File: src/rtl/lsrp_pkg.sv
`default_nettype none

package lsrp_pkg;

    // default table and stack sizes
    localparam int DEF_NUM_STATES      = 128;
    localparam int DEF_NUM_SYMBOLS     = 64;
    localparam int DEF_NUM_PRODUCTIONS = 128;
    localparam int DEF_STACK_DEPTH     = 256;
    localparam int DEF_MAX_RHS         = 63;
    localparam int DEF_REDUCE_LIMIT    = 63;

    // depth of the command queue between front and back
    localparam int CMD_Q_DEPTH = 4;

    // input opcodes carried in tuser
    typedef enum logic [2:0] {
        OP_LOAD_ACT  = 3'd0,
        OP_LOAD_GOTO = 3'd1,
        OP_LOAD_PROD = 3'd2,
        OP_START     = 3'd3,
        OP_TOKEN     = 3'd4
    } t_opcode;

    // action table entry kinds
    typedef enum logic [1:0] {
        AK_EMPTY  = 2'd0,
        AK_SHIFT  = 2'd1,
        AK_REDUCE = 2'd2,
        AK_ACCEPT = 2'd3
    } t_act_kind;

    // reported step kinds
    typedef enum logic [2:0] {
        STEP_SHIFT    = 3'd0,
        STEP_REDUCE   = 3'd1,
        STEP_ACCEPT   = 3'd2,
        STEP_NO_ACT   = 3'd3,
        STEP_NO_GOTO  = 3'd4,
        STEP_OVERFLOW = 3'd5,
        STEP_LIMIT    = 3'd6,
        STEP_INACTIVE = 3'd7
    } t_step;

    // classified command kinds in the queue
    typedef enum logic [2:0] {
        CMD_LOAD_ACT,
        CMD_LOAD_GOTO,
        CMD_LOAD_PROD,
        CMD_START,
        CMD_TOKEN
    } t_cmd_kind;

    // back end sequencer states
    typedef enum logic [2:0] {
        BK_CLEAR,
        BK_IDLE,
        BK_ACT,
        BK_PROD,
        BK_POP,
        BK_GOTO
    } t_back_state;

    // one queued command
    typedef struct packed {
        t_cmd_kind   kind;
        logic [6:0]  row;
        logic [5:0]  sym;
        logic        sym_ok;
        logic [6:0]  prod;
        logic [8:0]  act_word;   // kind, arg
        logic [7:0]  goto_word;  // valid, target
        logic [11:0] prod_word;  // left symbol, clamped length
    } t_cmd_entry;

    localparam int CMD_W = $bits(t_cmd_entry);

endpackage

`default_nettype wire

File: src/rtl/lsrp_front.sv
`default_nettype none

module lsrp_front
    import lsrp_pkg::*;
#(
    parameter int NUM_STATES      = DEF_NUM_STATES,
    parameter int NUM_SYMBOLS     = DEF_NUM_SYMBOLS,
    parameter int NUM_PRODUCTIONS = DEF_NUM_PRODUCTIONS,
    parameter int MAX_RHS         = DEF_MAX_RHS
) (
    input  wire logic        i_clk,
    input  wire logic        i_rst_n,
    input  wire logic        i_run,
    input  wire logic        i_s_axis_tvalid,
    output logic             o_s_axis_tready,
    input  wire logic [47:0] i_s_axis_tdata,
    input  wire logic [2:0]  i_s_axis_tuser,
    output logic             o_push,
    output t_cmd_entry       o_entry,
    input  wire logic        i_full
);

    logic        r_valid;
    t_cmd_entry  r_entry;
    logic        c_keep;
    t_cmd_entry  c_entry;
    logic        row_ok;
    logic        sym_ok;
    logic [5:0]  rlen;
    logic        accept;

    // field unpacking and range checks
    always_comb begin
        row_ok = int'(i_s_axis_tdata[6:0]) < NUM_STATES;
        sym_ok = int'(i_s_axis_tdata[12:7]) < NUM_SYMBOLS;
        rlen   = i_s_axis_tdata[42:37];
        if (int'(rlen) > MAX_RHS) begin
            rlen = 6'(MAX_RHS);
        end
        c_entry.kind      = CMD_START;
        c_entry.row       = i_s_axis_tdata[6:0];
        c_entry.sym       = i_s_axis_tdata[12:7];
        c_entry.sym_ok    = sym_ok;
        c_entry.prod      = i_s_axis_tdata[19:13];
        c_entry.act_word  = {i_s_axis_tdata[21:20], i_s_axis_tdata[28:22]};
        c_entry.goto_word = {i_s_axis_tdata[29], i_s_axis_tdata[36:30]};
        c_entry.prod_word = {i_s_axis_tdata[12:7], rlen};
        c_keep            = 1'b0;
        case (t_opcode'(i_s_axis_tuser))
            OP_LOAD_ACT: begin
                c_entry.kind = CMD_LOAD_ACT;
                c_keep       = row_ok && sym_ok;
            end
            OP_LOAD_GOTO: begin
                c_entry.kind = CMD_LOAD_GOTO;
                c_keep       = row_ok && sym_ok;
            end
            OP_LOAD_PROD: begin
                c_entry.kind = CMD_LOAD_PROD;
                c_keep       = int'(i_s_axis_tdata[19:13]) < NUM_PRODUCTIONS;
            end
            OP_START: begin
                c_entry.kind = CMD_START;
                c_keep       = 1'b1;
            end
            OP_TOKEN: begin
                c_entry.kind = CMD_TOKEN;
                c_keep       = 1'b1;
            end
            default: begin
                c_keep = 1'b0;
            end
        endcase
    end

    // handshake: hold one classified beat until the queue takes it
    assign o_push          = r_valid && !i_full;
    assign o_s_axis_tready = i_run && (!r_valid || !i_full);
    assign accept          = i_s_axis_tvalid && o_s_axis_tready;
    assign o_entry         = r_entry;

    always_ff @(posedge i_clk) begin
        if (!i_rst_n) begin
            r_valid <= 1'b0;
        end else if (accept) begin
            r_valid <= c_keep;
        end else if (o_push) begin
            r_valid <= 1'b0;
        end
    end

    always_ff @(posedge i_clk) begin
        if (accept) begin
            r_entry <= c_entry;
        end
    end

endmodule

`default_nettype wire

File: config.mk
export PLATFORM = sky130hd
export DESIGN_NAME = lsrp_front
export DESIGN_NICKNAME = d
export VERILOG_FILES = /design/src/rtl/lsrp_pkg.sv /design/src/rtl/lsrp_front.sv
export SDC_FILE = /design/constraint.sdc
export NUM_CORES = 1
export LEC_CHECK = 0
export ABC_AREA = 0
export BUFFER_PORTS_ARGS = -buffer_cell sky130_fd_sc_hd__clkbuf_2
export CAP_MARGIN = 20
export CORE_MARGIN = 4
export CORE_UTILIZATION = 40
export DETAILED_ROUTE_END_ITERATION = 6
export PLACE_DENSITY = 0.79
export SETUP_SLACK_MARGIN = 0.05
export SLEW_MARGIN = 5
export SYNTH_ARGS = -nofsm -noshare
export SYNTH_HDL_FRONTEND = slang
export SYNTH_SLANG_ARGS = --single-unit
File: constraint.sdc
create_clock -name i_clk -period 6.4 [get_ports i_clk]
set_clock_uncertainty 0.1 [all_clocks]
set_input_delay 0.64 -clock i_clk [delete_from_list [all_inputs] [get_ports i_clk]]
set_output_delay 0.64 -clock i_clk [all_outputs]
set_load 0.01 [all_outputs]
==> impl_metrics.env <==
export IMPL_route_detailed_drc=0
export IMPL_fin_area_um2=2190
export IMPL_synth_area_leaders="edfxtp_1 (90%), buf_4 (3.4%), dfxtp_1 (1.3%)"
export IMPL_postCtsSetupRepairBufs=0
export IMPL_p_int_uw=492
export IMPL_grt_ovfl_total=0
export IMPL_cts_hold_buf=0
export IMPL_postRouteAntennaNets=0
export IMPL_clkPwrFrac_pct=33.7
export IMPL_drive_gt1_share_pct=67.4
export IMPL_die_area_um2=4900
export IMPL_pwr_share_seq_pct=58.6
export IMPL_numCtsBuffers=5
export IMPL_netlist_instances=66
export IMPL_placed_area_um2=2080
export IMPL_cts_sinks=47
export IMPL_yosysTopAreaCell="edfxtp_1"
export IMPL_firstDrtPassIters=4
export IMPL_grt_pass1_vias=1062
export IMPL_clkTransAtPathRegs_ns=0.08
export IMPL_vdd_drop_max_mv=0.172
export IMPL_synthTopCellsByCount="edfxtp_1 (46), buf_4 (7), a21o_2 (2), nand2_1 (2)"
export IMPL_dpl_cell_count=212
export IMPL_io_pins=111
export IMPL_arrival_ns=1.17
export IMPL_setup_viol=0
export IMPL_p_switching_uw=119
export IMPL_synth_most_common_cell="edfxtp_1"
export IMPL_clock_latency_ns=0.29
export IMPL_fp_dieH_um=70.0
export IMPL_switching_share_pct=19.4
export IMPL_synth_edf_count=46
export IMPL_nNetsFinal=227
export IMPL_fin_cells=220
export IMPL_fin_tns_setup_ns=0
export IMPL_required_ns=5.66
export IMPL_syn_avg_cell_area_um2=23.3
export IMPL_status="completed"
export IMPL_crit_fanout=4
export IMPL_whs_ns=0.416
export IMPL_vias=970
export IMPL_gp_congestion=0.756
export IMPL_min_period_over_period_pct=29.9
export IMPL_antenna_found_initial=0
export IMPL_port_buffers=104
export IMPL_drv_slew=0
export IMPL_grt_max_degree=34
export IMPL_synth_top_area_share_pct=89.9
export IMPL_area_growth_pct=42.8
export IMPL_power_frac_comb_pct=7.7
export IMPL_track_usage_pct=13.3
export IMPL_critPathLaunchType="input pin"
export IMPL_cts_root_buf="clkbuf_8"
export IMPL_coreArea_um2=3690
export IMPL_via_per_inst=4.41
export IMPL_final_core_util_pct=59.5
export IMPL_clock_path_buffers=2
export IMPL_path_class="input pin to output port"
export IMPL_syn_cell_area_um2=1540
export IMPL_grt_pass1_wl_um=4890
export IMPL_power_static_leakage_uw=0.000967
export IMPL_fmax_mhz=523
export IMPL_hold_viol=0
export IMPL_cts_tree="done"
export IMPL_syn_nets=122
export IMPL_wl_per_cell_um=14.1
export IMPL_hold_class="input pin to flop"
export IMPL_core_rowCount=22
export IMPL_yosysWarningCount=0
export IMPL_synth_ff_type="edfxtp_1"
export IMPL_fp_dieW_um=70.0
export IMPL_ys_seq_area_share_pct=91.2
export IMPL_ys_types=13
export IMPL_start_util_pct=41.7
export IMPL_wirelength_um=3110
export IMPL_synthArstFlopShare_pct=0
export IMPL_drt_iter0_drc=19
export IMPL_endpoint_kind="output port"
export IMPL_power_density_nw_per_um2=278
export IMPL_layout_min_cycle_time_ns=1.91
export IMPL_cts_max_level=2
export IMPL_ys_seq_elements=47
export IMPL_maxCapViolations=0
export IMPL_diodes=0
export IMPL_postCtsResizedCells=0
export IMPL_rsz0062_at_grt="false"
power by group through the flow:
| stage | sequential (uW) | clock [uW] | combinational, uW |
|---|---|---|---|
| after global placement | 364 | 0 | 46.3 |
| after detailed placement | 365 | 0 | 48.0 |
| after CTS | 358 | 212 | 48.1 |
| final | 358 | 206 | 47.1 |
| after global routing | 359 | 228 | 51.6 |
| after floorplan | 372 | 0 | 11.1 |
state kept, by name, indices dropped and copies added, names as in the netlist:
register and count:
r_valid 1, o_entry 46
logic make-up (layout without fill, tap and decap cells):
logic type / after synthesis / in the layout / share of synthesized area (%)
other: 1 / 1 / 0.244
DFF: 47 / 47 / 91.2
and+or+nand+nor: 5 / 5 / 1.87
AOI/OAI and AO/OA: 5 / 5 / 3.01
buffers and inverters: 8 / 114 / 3.66
layer usage:
layer	GRT usage, %	share of wire [%]	vias up
met4	7.02	2.8	0
met2	22.5	51	73
met5	0	0	-
met3	7.34	13	8
li1	-	-	453
met1	12.7	33	436
worst paths after layout:
| check | end | slack [ns] | cells past startpoint | startpoint |
|---|---|---|---|---|
| worst max-delay path | o_s_axis_tready | 4.49 | 4 | i_full |
| worst min-delay path | o_entry[16]$_DFFE_PP_ | 0.42 | 1 | i_s_axis_tdata[34] |
| worst max register to register | o_entry[37]$_DFFE_PP_ | 4.74 | 2 | r_valid$_SDFFE_PN0P_ |
| worst min register to register | r_valid$_SDFFE_PN0P_ | 0.48 | 2 | r_valid$_SDFFE_PN0P_ |
cells in the final DEF, fill, tap and decap left out:
master	instances
a21o_2	2
a21oi_4	1
a221oi_2	1
a2bb2oi_1	1
and2_1	1
and2b_1	1
buf_4	1
bufinv_16	1
clkbuf_1	1
clkbuf_2	104
clkbuf_8	5
clkinvlp_4	1
conb_1	1
dfxtp_1	1
edfxtp_1	46
inv_1	1
nand2_1	2
nor3b_1	1
worst max-delay path, stage by stage:
cell and delay [ns]:
clkbuf_2 0.15, nand2_1 0.09, and2_1 0.17, clkbuf_2 0.12
layout make-up:
| class | instances | area, um2 |
|---|---|---|
| Sequential cell | 47 | 1400 |
| Clock inverter | 2 | 37.5 |
| Fill cell | 304 | 1500 |
| Timing Repair Buffer | 105 | 528 |
| Clock buffer | 6 | 72.6 |
| Tap cell | 48 | 60.1 |
| Inverter | 1 | 3.75 |
| Multi-Input combinational cell | 11 | 90.1 |
per-stage QoR:
stage                     setup WS [ns]  total power, uW
after global routing               4.45              639
after CTS                          4.49              618
after global placement             4.32              410
after detailed placement           4.24              413
final                              4.49              611
after floorplan                    2.86              383
Power figures use the tool's default switching activity.
