**config.mk**
```make
export PLATFORM = sky130hd
export DESIGN_NAME = lsrp_fifo
export DESIGN_NICKNAME = d
export VERILOG_FILES = /design/src/rtl/lsrp_pkg.sv /design/src/rtl/lsrp_fifo.sv
export SDC_FILE = /design/constraint.sdc
export NUM_CORES = 1
export LEC_CHECK = 0
export ABC_AREA = 0
export BUFFER_PORTS_ARGS = -buffer_cell sky130_fd_sc_hd__clkbuf_2
export CAP_MARGIN = 30
export CORE_ASPECT_RATIO = 0.8
export CORE_MARGIN = 4
export CORE_UTILIZATION = 45
export CTS_CLUSTER_DIAMETER = 120
export DETAILED_ROUTE_END_ITERATION = 10
export HOLD_SLACK_MARGIN = 0.05
export SYNTH_ARGS = -nofsm -noshare
export SYNTH_HDL_FRONTEND = slang
export SYNTH_SLANG_ARGS = --single-unit
export TNS_END_PERCENT = 1
```
**constraint.sdc**
```tcl
create_clock -name i_clk -period 3.1 [get_ports i_clk]
set_input_delay 0.62 -clock i_clk [delete_from_list [all_inputs] [get_ports i_clk]]
set_output_delay 0.62 -clock i_clk [all_outputs]
set_load 0.02 [all_outputs]
```
**src/rtl/lsrp_pkg.sv**
```systemverilog
`default_nettype none

package lsrp_pkg;

    // default table and stack sizes
    localparam int DEF_NUM_STATES      = 128;
    localparam int DEF_NUM_SYMBOLS     = 64;
    localparam int DEF_NUM_PRODUCTIONS = 128;
    localparam int DEF_STACK_DEPTH     = 256;
    localparam int DEF_MAX_RHS         = 63;
    localparam int DEF_REDUCE_LIMIT    = 63;

    // depth of the command queue between front and back
    localparam int CMD_Q_DEPTH = 4;

    // input opcodes carried in tuser
    typedef enum logic [2:0] {
        OP_LOAD_ACT  = 3'd0,
        OP_LOAD_GOTO = 3'd1,
        OP_LOAD_PROD = 3'd2,
        OP_START     = 3'd3,
        OP_TOKEN     = 3'd4
    } t_opcode;

    // action table entry kinds
    typedef enum logic [1:0] {
        AK_EMPTY  = 2'd0,
        AK_SHIFT  = 2'd1,
        AK_REDUCE = 2'd2,
        AK_ACCEPT = 2'd3
    } t_act_kind;

    // reported step kinds
    typedef enum logic [2:0] {
        STEP_SHIFT    = 3'd0,
        STEP_REDUCE   = 3'd1,
        STEP_ACCEPT   = 3'd2,
        STEP_NO_ACT   = 3'd3,
        STEP_NO_GOTO  = 3'd4,
        STEP_OVERFLOW = 3'd5,
        STEP_LIMIT    = 3'd6,
        STEP_INACTIVE = 3'd7
    } t_step;

    // classified command kinds in the queue
    typedef enum logic [2:0] {
        CMD_LOAD_ACT,
        CMD_LOAD_GOTO,
        CMD_LOAD_PROD,
        CMD_START,
        CMD_TOKEN
    } t_cmd_kind;

    // back end sequencer states
    typedef enum logic [2:0] {
        BK_CLEAR,
        BK_IDLE,
        BK_ACT,
        BK_PROD,
        BK_POP,
        BK_GOTO
    } t_back_state;

    // one queued command
    typedef struct packed {
        t_cmd_kind   kind;
        logic [6:0]  row;
        logic [5:0]  sym;
        logic        sym_ok;
        logic [6:0]  prod;
        logic [8:0]  act_word;   // kind, arg
        logic [7:0]  goto_word;  // valid, target
        logic [11:0] prod_word;  // left symbol, clamped length
    } t_cmd_entry;

    localparam int CMD_W = $bits(t_cmd_entry);

endpackage

`default_nettype wire

```
**src/rtl/lsrp_fifo.sv**
```systemverilog
`default_nettype none

module lsrp_fifo
    import lsrp_pkg::*;
#(
    parameter int WIDTH = CMD_W,
    parameter int DEPTH = CMD_Q_DEPTH
) (
    input  wire logic             i_clk,
    input  wire logic             i_rst_n,
    input  wire logic             i_push,
    input  wire logic [WIDTH-1:0] i_data,
    output logic                  o_full,
    input  wire logic             i_pop,
    output logic [WIDTH-1:0]      o_data,
    output logic                  o_valid
);

    localparam int PTR_W = (DEPTH > 1) ? $clog2(DEPTH) : 1;
    localparam int CNT_W = $clog2(DEPTH + 1);

    logic [WIDTH-1:0] r_mem [DEPTH];
    logic [PTR_W-1:0] r_wr_ptr;
    logic [PTR_W-1:0] r_rd_ptr;
    logic [CNT_W-1:0] r_count;
    logic             do_push;
    logic             do_pop;

    assign o_full  = r_count == CNT_W'(DEPTH);
    assign o_valid = r_count != '0;
    assign o_data  = r_mem[r_rd_ptr];
    assign do_push = i_push && !o_full;
    assign do_pop  = i_pop && o_valid;

    // pointers and fill count
    always_ff @(posedge i_clk) begin
        if (!i_rst_n) begin
            r_wr_ptr <= '0;
            r_rd_ptr <= '0;
            r_count  <= '0;
        end else begin
            if (do_push) begin
                r_wr_ptr <= (r_wr_ptr == PTR_W'(DEPTH - 1)) ? '0 : r_wr_ptr + 1'b1;
            end
            if (do_pop) begin
                r_rd_ptr <= (r_rd_ptr == PTR_W'(DEPTH - 1)) ? '0 : r_rd_ptr + 1'b1;
            end
            if (do_push && !do_pop) begin
                r_count <= r_count + 1'b1;
            end else if (do_pop && !do_push) begin
                r_count <= r_count - 1'b1;
            end
        end
    end

    // entry storage
    always_ff @(posedge i_clk) begin
        if (do_push) begin
            r_mem[r_wr_ptr] <= i_data;
        end
    end

endmodule

`default_nettype wire

```
==> metrics, run 1 <==
status complete, no violations; net count after synthesis 392; antenna fix cells 0; post-synth cell types 24; DRT antenna net count 0; cts repair resizes 0; Pleak 3.34 nW; Port Buffers 111; setup TNS 0 ns; Sw Share between 20% and 30%; Reg clk slew, reported paths roughly 0.060 ns; core footprint ~18,000 µm²; Max Freq between 300 and 400 MHz; Clk Latency, worst-skew pair approximately 0.5 ns; Slew Limit Fails 0; Layout Nets 526; hold path endpoint r_mem[2][14]$_DFFE_PP_; flops & latches, synth 221; gr usage total between 10% and 20%; WL per Instance roughly 20 µm; post-cts hold buffer count 0; Ports around 110; grt total ovfl 0; Area Overhead vs Synth 18.8%; clock share of power a little under a third; Overall Power around 8.3 mW; Reg2Reg Setup Slack 0.68 ns; critical path class reg -> out; CTS tree built; RR Startpoint r_count[0]$_SDFFE_PN0P_; Ys Warns 0; vias in the first global route between 4,000 and 5,000; Layout Skew between 0.005 and 0.006 ns; CTS Root Cell clkbuf_16; Post-Syn Instances about 330; number of fill cells in the layout 1,325; Reg power frac between 40% and 50%; CTS Buf Count 22; sw power 2.31 mW; CP Data Required Time ~2.5 ns; RSZ-0062 raised after global routing no; vias approximately 3,700; R2R Path End r_count[2]$_SDFFE_PN0P_; Initial DRC Count 175; Setup violations, final 0; first-pass GRT wire length around 23 mm; Place WS just under 0.7 ns; VDD IR-drop max 0.000515 V; drt first pass iters 4; WP data arrival ~2.2 ns; Combinational Power Share a little under a quarter; final WL 14.5 mm; worst slew pin tran just under 0.7 ns; Initial Util around 47%; Hold Path Cell Cnt 1; reg2reg path depth 7; H-tree levels 1; Die Wd roughly 160 µm; Hold Crit Start i_data[14]; syn avg cell area 25.0 µm²; crit path max fanout 22; cell row count 43; Residual DRC 0; Setup Buffers After CTS 0; CTS Buffer Depth 3; Vias/cell ~5.3; CP Launch Type flip-flop; pwr dens approximately 860 nW/µm²; Hold Fails Final Rpt 0; total die area just over 20,000 µm²; share of cells above drive strength 1 between 40 and 50%; sequential fraction of the synthesis area 79.9%; final worst slack approximately 0.32 ns; most common cell after layout, fill and taps aside edfxtp_1; pin count of the biggest net entering global routing 33; most frequent cells in the layout edfxtp_1, clkbuf_2, mux4_2; minimum clock period 2.78 ns; fin crit share 89.7%; Internal between 6 and 7 mW; class of the tightest hold or removal check in -> reg; clk sinks 221; mapped cell area roughly 8200 µm²; crit path capture type output port; Placer Congestion around 0.71; hpwl dp 8.97 mm; initial antenna violation count 1; Die Ht about 130 µm; Slew headroom between 50% and 60%; maximum capacitance violations 0
-- worst max-delay path, stage by stage (launching register included) --
cell and delay (ns):
dfxtp_4 0.66, buf_12 0.26, mux4_2 0.54, clkbuf_2 0.18
-- cells in the mapped netlist --
library cell  number  share of area, %
a21boi_0           1             0.092
and2_1             5              0.38
buf_12             5               1.2
buf_2              6              0.37
buf_6              1              0.14
clkbuf_1           2             0.092
dfxtp_1            9               2.2
edfxtp_1         212                78
fa_1               1              0.24
ha_1               6              0.92
inv_1              3              0.14
mux2i_1            3              0.37
mux4_1             3              0.96
mux4_2            50                14
nand2_1            6              0.27
nand3_1            2              0.12
nor2_1             2             0.092
nor2b_1            2              0.15
nor3b_2            1              0.15
o21ai_0            3              0.18
o31ai_1            1             0.092
or3_1              2              0.15
xnor2_1            1              0.11
xor2_1             1              0.11
-- worst max path at each step --
stage / end / start / slack (ns) / cells past startpoint
after global placement: o_data[46] / flip-flop / 0.79 / 3
after detailed placement: r_count[2]$_SDFFE_PN0P_ / r_count[0]$_SDFFE_PN0P_ / 0.69 / 7
after floorplan: r_mem[0][0]$_DFFE_PP_ / i_push / 0.52 / 3
after CTS: o_data[31] / flip-flop / 0.25 / 3
final: o_data[31] / flip-flop / 0.32 / 3
after global routing: o_data[46] / flip-flop / 0.16 / 3
-- layer usage --
metal  global-route usage (%)  share of wire, %
met1                     18.9                43
met2                     23.3                48
met3                     4.55               7.0
met4                     3.11               1.9
met5                        0             0.048
-- logic make-up (layout without fill, tap and decap cells) --
logic type / Yosys count / count (layout) / synth area share (%)
DFF: 221 / 221 / 79.9
buffers and inverters: 17 / 167 / 1.95
and+or+nand+nor: 20 / 20 / 1.33
muxes: 56 / 56 / 15.1
xor gates and xnor gates: 2 / 2 / 0.214
AOI/OAI and AO/OA: 5 / 5 / 0.367
adders and majority gates: 7 / 7 / 1.16
-- power by group through the flow --
stage	logic (mW)	registers, mW	clock network [mW]
floorplan	1.50	3.77	0
global placement	1.95	3.88	0
detailed placement	1.97	3.90	0
CTS	1.98	3.84	2.64
global route	2.07	3.87	2.76
finish	1.93	3.82	2.57
-- area by class of cell --
| cell class | count | area [µm²] | area share (%) |
|---|---|---|---|
| clock buffer | 28 | 594 | 6.11 |
| clock inverter | 12 | 113 | 1.16 |
| inverter | 3 | 11.3 | 0.116 |
| multi-input combinational | 90 | 1490 | 15.3 |
| sequential | 221 | 6550 | 67.3 |
| tap | 225 | 282 | 2.89 |
| timing repair buffer | 124 | 691 | 7.10 |
-- state kept, by name (all words and copies together), names as in the netlist, named ones only --
name      count
r_count       3
r_mem       212
r_rd_ptr      2
r_wr_ptr      2
-- through the flow --
stage / instances / hold WS [ns] / instance area [µm²] / util, %
global route: 703 / 0.331 / 9730 / 55.3
global placement: 663 / 0.483 / 9030 / 51.3
detailed placement: 663 / 0.498 / 9030 / 51.3
floorplan: 328 / 0.468 / 8190 / -
CTS: 703 / 0.324 / 9730 / 55.3
finish: 703 / 0.346 / 9730 / 55.3
(Power assumes the default switching activity.)
==> inputs of run 2 (changes only) <==
CTS_CLUSTER_DIAMETER = 150   (was 120)
REMOVE_ABC_BUFFERS = 1   (was not set)
==> run 2 against run 1 <==
  * Highest routed layer unchanged
  * Final cell count down 0.71%
  * Critical endpoint is now o_data[44]
  * Via count fell by 1.9%
  * Design area hardly changed
  * Wire length fell by 1.7%
  * Critical path depth stayed put
  * Largest cell class unchanged
  * Total power is 0.39% lower
==> metrics, run 2 (same netlist as run 1, synthesis figures left out) <==
core footprint 17,600 µm² (unchanged); vias in the first global route 3,991 (-1.0%); Max Freq 360 MHz (+0.16%); Setup violations, final 0 (unchanged); RSZ-0062 raised after global routing no; crit path capture type output port; Pleak 3.32 nW (-0.51%); Port Buffers 111 (unchanged); total die area 20,400 µm² (unchanged); area post-placement 9030 µm² (about the same); post-cts hold buffer count 0 (unchanged); DR WL met3 1.07 mm (+4.6%); drt first pass iters 4 (unchanged); WL per Instance 20.4 µm (-0.99%); Placer Congestion 0.665 (-6.3%); Initial DRC Count 224 (+28%); antenna fix cells 0 (unchanged); final worst slack 0.325 ns (+0.00431 ns); Slew Limit Fails 0 (unchanged); Die Ht 129 µm (unchanged); Final Core Density 55.4% (about the same); cts repair resizes 0 (unchanged); Clk Latency, worst-skew pair 0.49 ns (about the same); FF+latch area 6550 µm² (unchanged); Hold Fails Final Rpt 0 (unchanged); Layout Nets 522 (-0.76%); crit path max fanout 17 (-23%); pin count of the biggest net entering global routing 54 (+64%); total length of routed met2 wires 6.89 mm (about the same); cell row count 43 (unchanged); Residual DRC 0 (unchanged); most common cell after layout, fill and taps aside edfxtp_1; Reg clk slew, reported paths 0.06 ns (about the same); Place WS 0.579 ns (-0.108 ns); max FFs per register 212 (unchanged); status complete, no violations; fin crit share 89.5% (-0.14 points); grt total ovfl 0 (unchanged); Final Cell Area 9740 µm² (about the same); clk sinks 221 (unchanged); Max Used Layer met5; CP Launch Type flip-flop; Slew headroom 58.7% (+4.3 points); CTS tree built; first-pass GRT wire length 22.3 mm (-0.83%); Ports 112 (unchanged); Vias/cell 5.24 (-1.2%); final WL 14.2 mm (-1.7%); multi-input logic area 1490 µm² (unchanged); CTS Buf Count 22 (unchanged); WP data arrival 2.16 ns (about the same); worst slew pin tran 0.614 ns (-0.0694 ns); Largest regs r_mem: 212 flops, r_count: 3 flops; gr usage total 14.2% (+0.047 points); critical path class reg -> out; Layout Skew 0.00945 ns (+0.00360 ns); number of fill cells in the layout 1,345 (+1.5%); Initial Util 46.6% (unchanged); most frequent cells in the layout edfxtp_1, clkbuf_2, mux4_2; vias 3,657 (-1.9%); share of cells above drive strength 1 44.2% (-0.37 points); CTS Buffer Depth 3 (unchanged); pwr dens 851 nW/µm² (-0.45%); CTS Root Cell clkbuf_16; Setup Buffers After CTS 0 (unchanged); initial antenna violation count 1 (unchanged); Met1 Routed Length 5.90 mm (-6.3%); DRT antenna net count 0 (unchanged); hpwl dp 8.42 mm (-6.1%); class of the tightest hold or removal check in -> reg; Area Overhead vs Synth 18.9% (about the same); maximum capacitance violations 0 (unchanged); Most flops, register r_mem; VDD IR-drop max 0.000467 V (-9.3%); H-tree levels 1 (unchanged); CP Data Required Time 2.48 ns (about the same); Die Wd 159 µm (unchanged); minimum clock period 2.78 ns (-0.00431 ns)
## run 2: path summary, 6_finish.rpt
path | from | cells past startpoint | endpoint | slack (ns)
worst max-delay path | flip-flop | 3 | o_data[44] | 0.32
worst min-delay path | i_data[5] | 1 | r_mem[3][5]$_DFFE_PP_ | 0.34
worst max register to register | r_count[0]$_SDFFE_PN0P_ | 7 | r_count[2]$_SDFFE_PN0P_ | 0.71
worst min register to register | r_wr_ptr[1]$_SDFFE_PN0P_ | 2 | r_wr_ptr[1]$_SDFFE_PN0P_ | 0.51
## run 2: worst max-delay path, stage by stage, from the launching register on
cell      delay, ns
dfxtp_4        0.57
buf_4          0.33
mux4_1         0.58
clkbuf_2       0.18
## run 2: layer usage
metal | GRT usage, % | up-vias
li1 | - | 1653
met1 | 18.0 | 1872
met2 | 23.7 | 97
met3 | 5.09 | 33
met4 | 3.98 | 2
met5 | 0 | -
## run 2: final cells by class
cell class	count	share of cell area (%)
clock buffer	28	6.10
tap	225	2.89
timing repair buffer	120	7.17
sequential	221	67.3
multi-input combinational	90	15.3
inverter	3	0.116
clock inverter	11	1.14
## run 2: report_power, final
part | switching [mW] | total, mW | leakage (nW) | internal, mW
logic | 1.11 | 1.96 | 0.960 | 0.845
registers | 0.156 | 3.80 | 2.02 | 3.64
clock network | 1.02 | 2.54 | 0.341 | 1.52
total | 2.28 | 8.29 | 3.32 | 6.01
## run 2: metrics by stage
stage          instances  hold WS (ns)  setup TNS [ns]  power (mW)
6_report             698         0.340               0        8.29
5_1_grt              698         0.328               0        8.69
4_1_cts              698         0.318               0        8.44
3_5_place_dp         659         0.509               0        5.87
3_3_place_gp         659         0.487               0        5.83
2_1_floorplan        314         0.468          -26.68        5.16
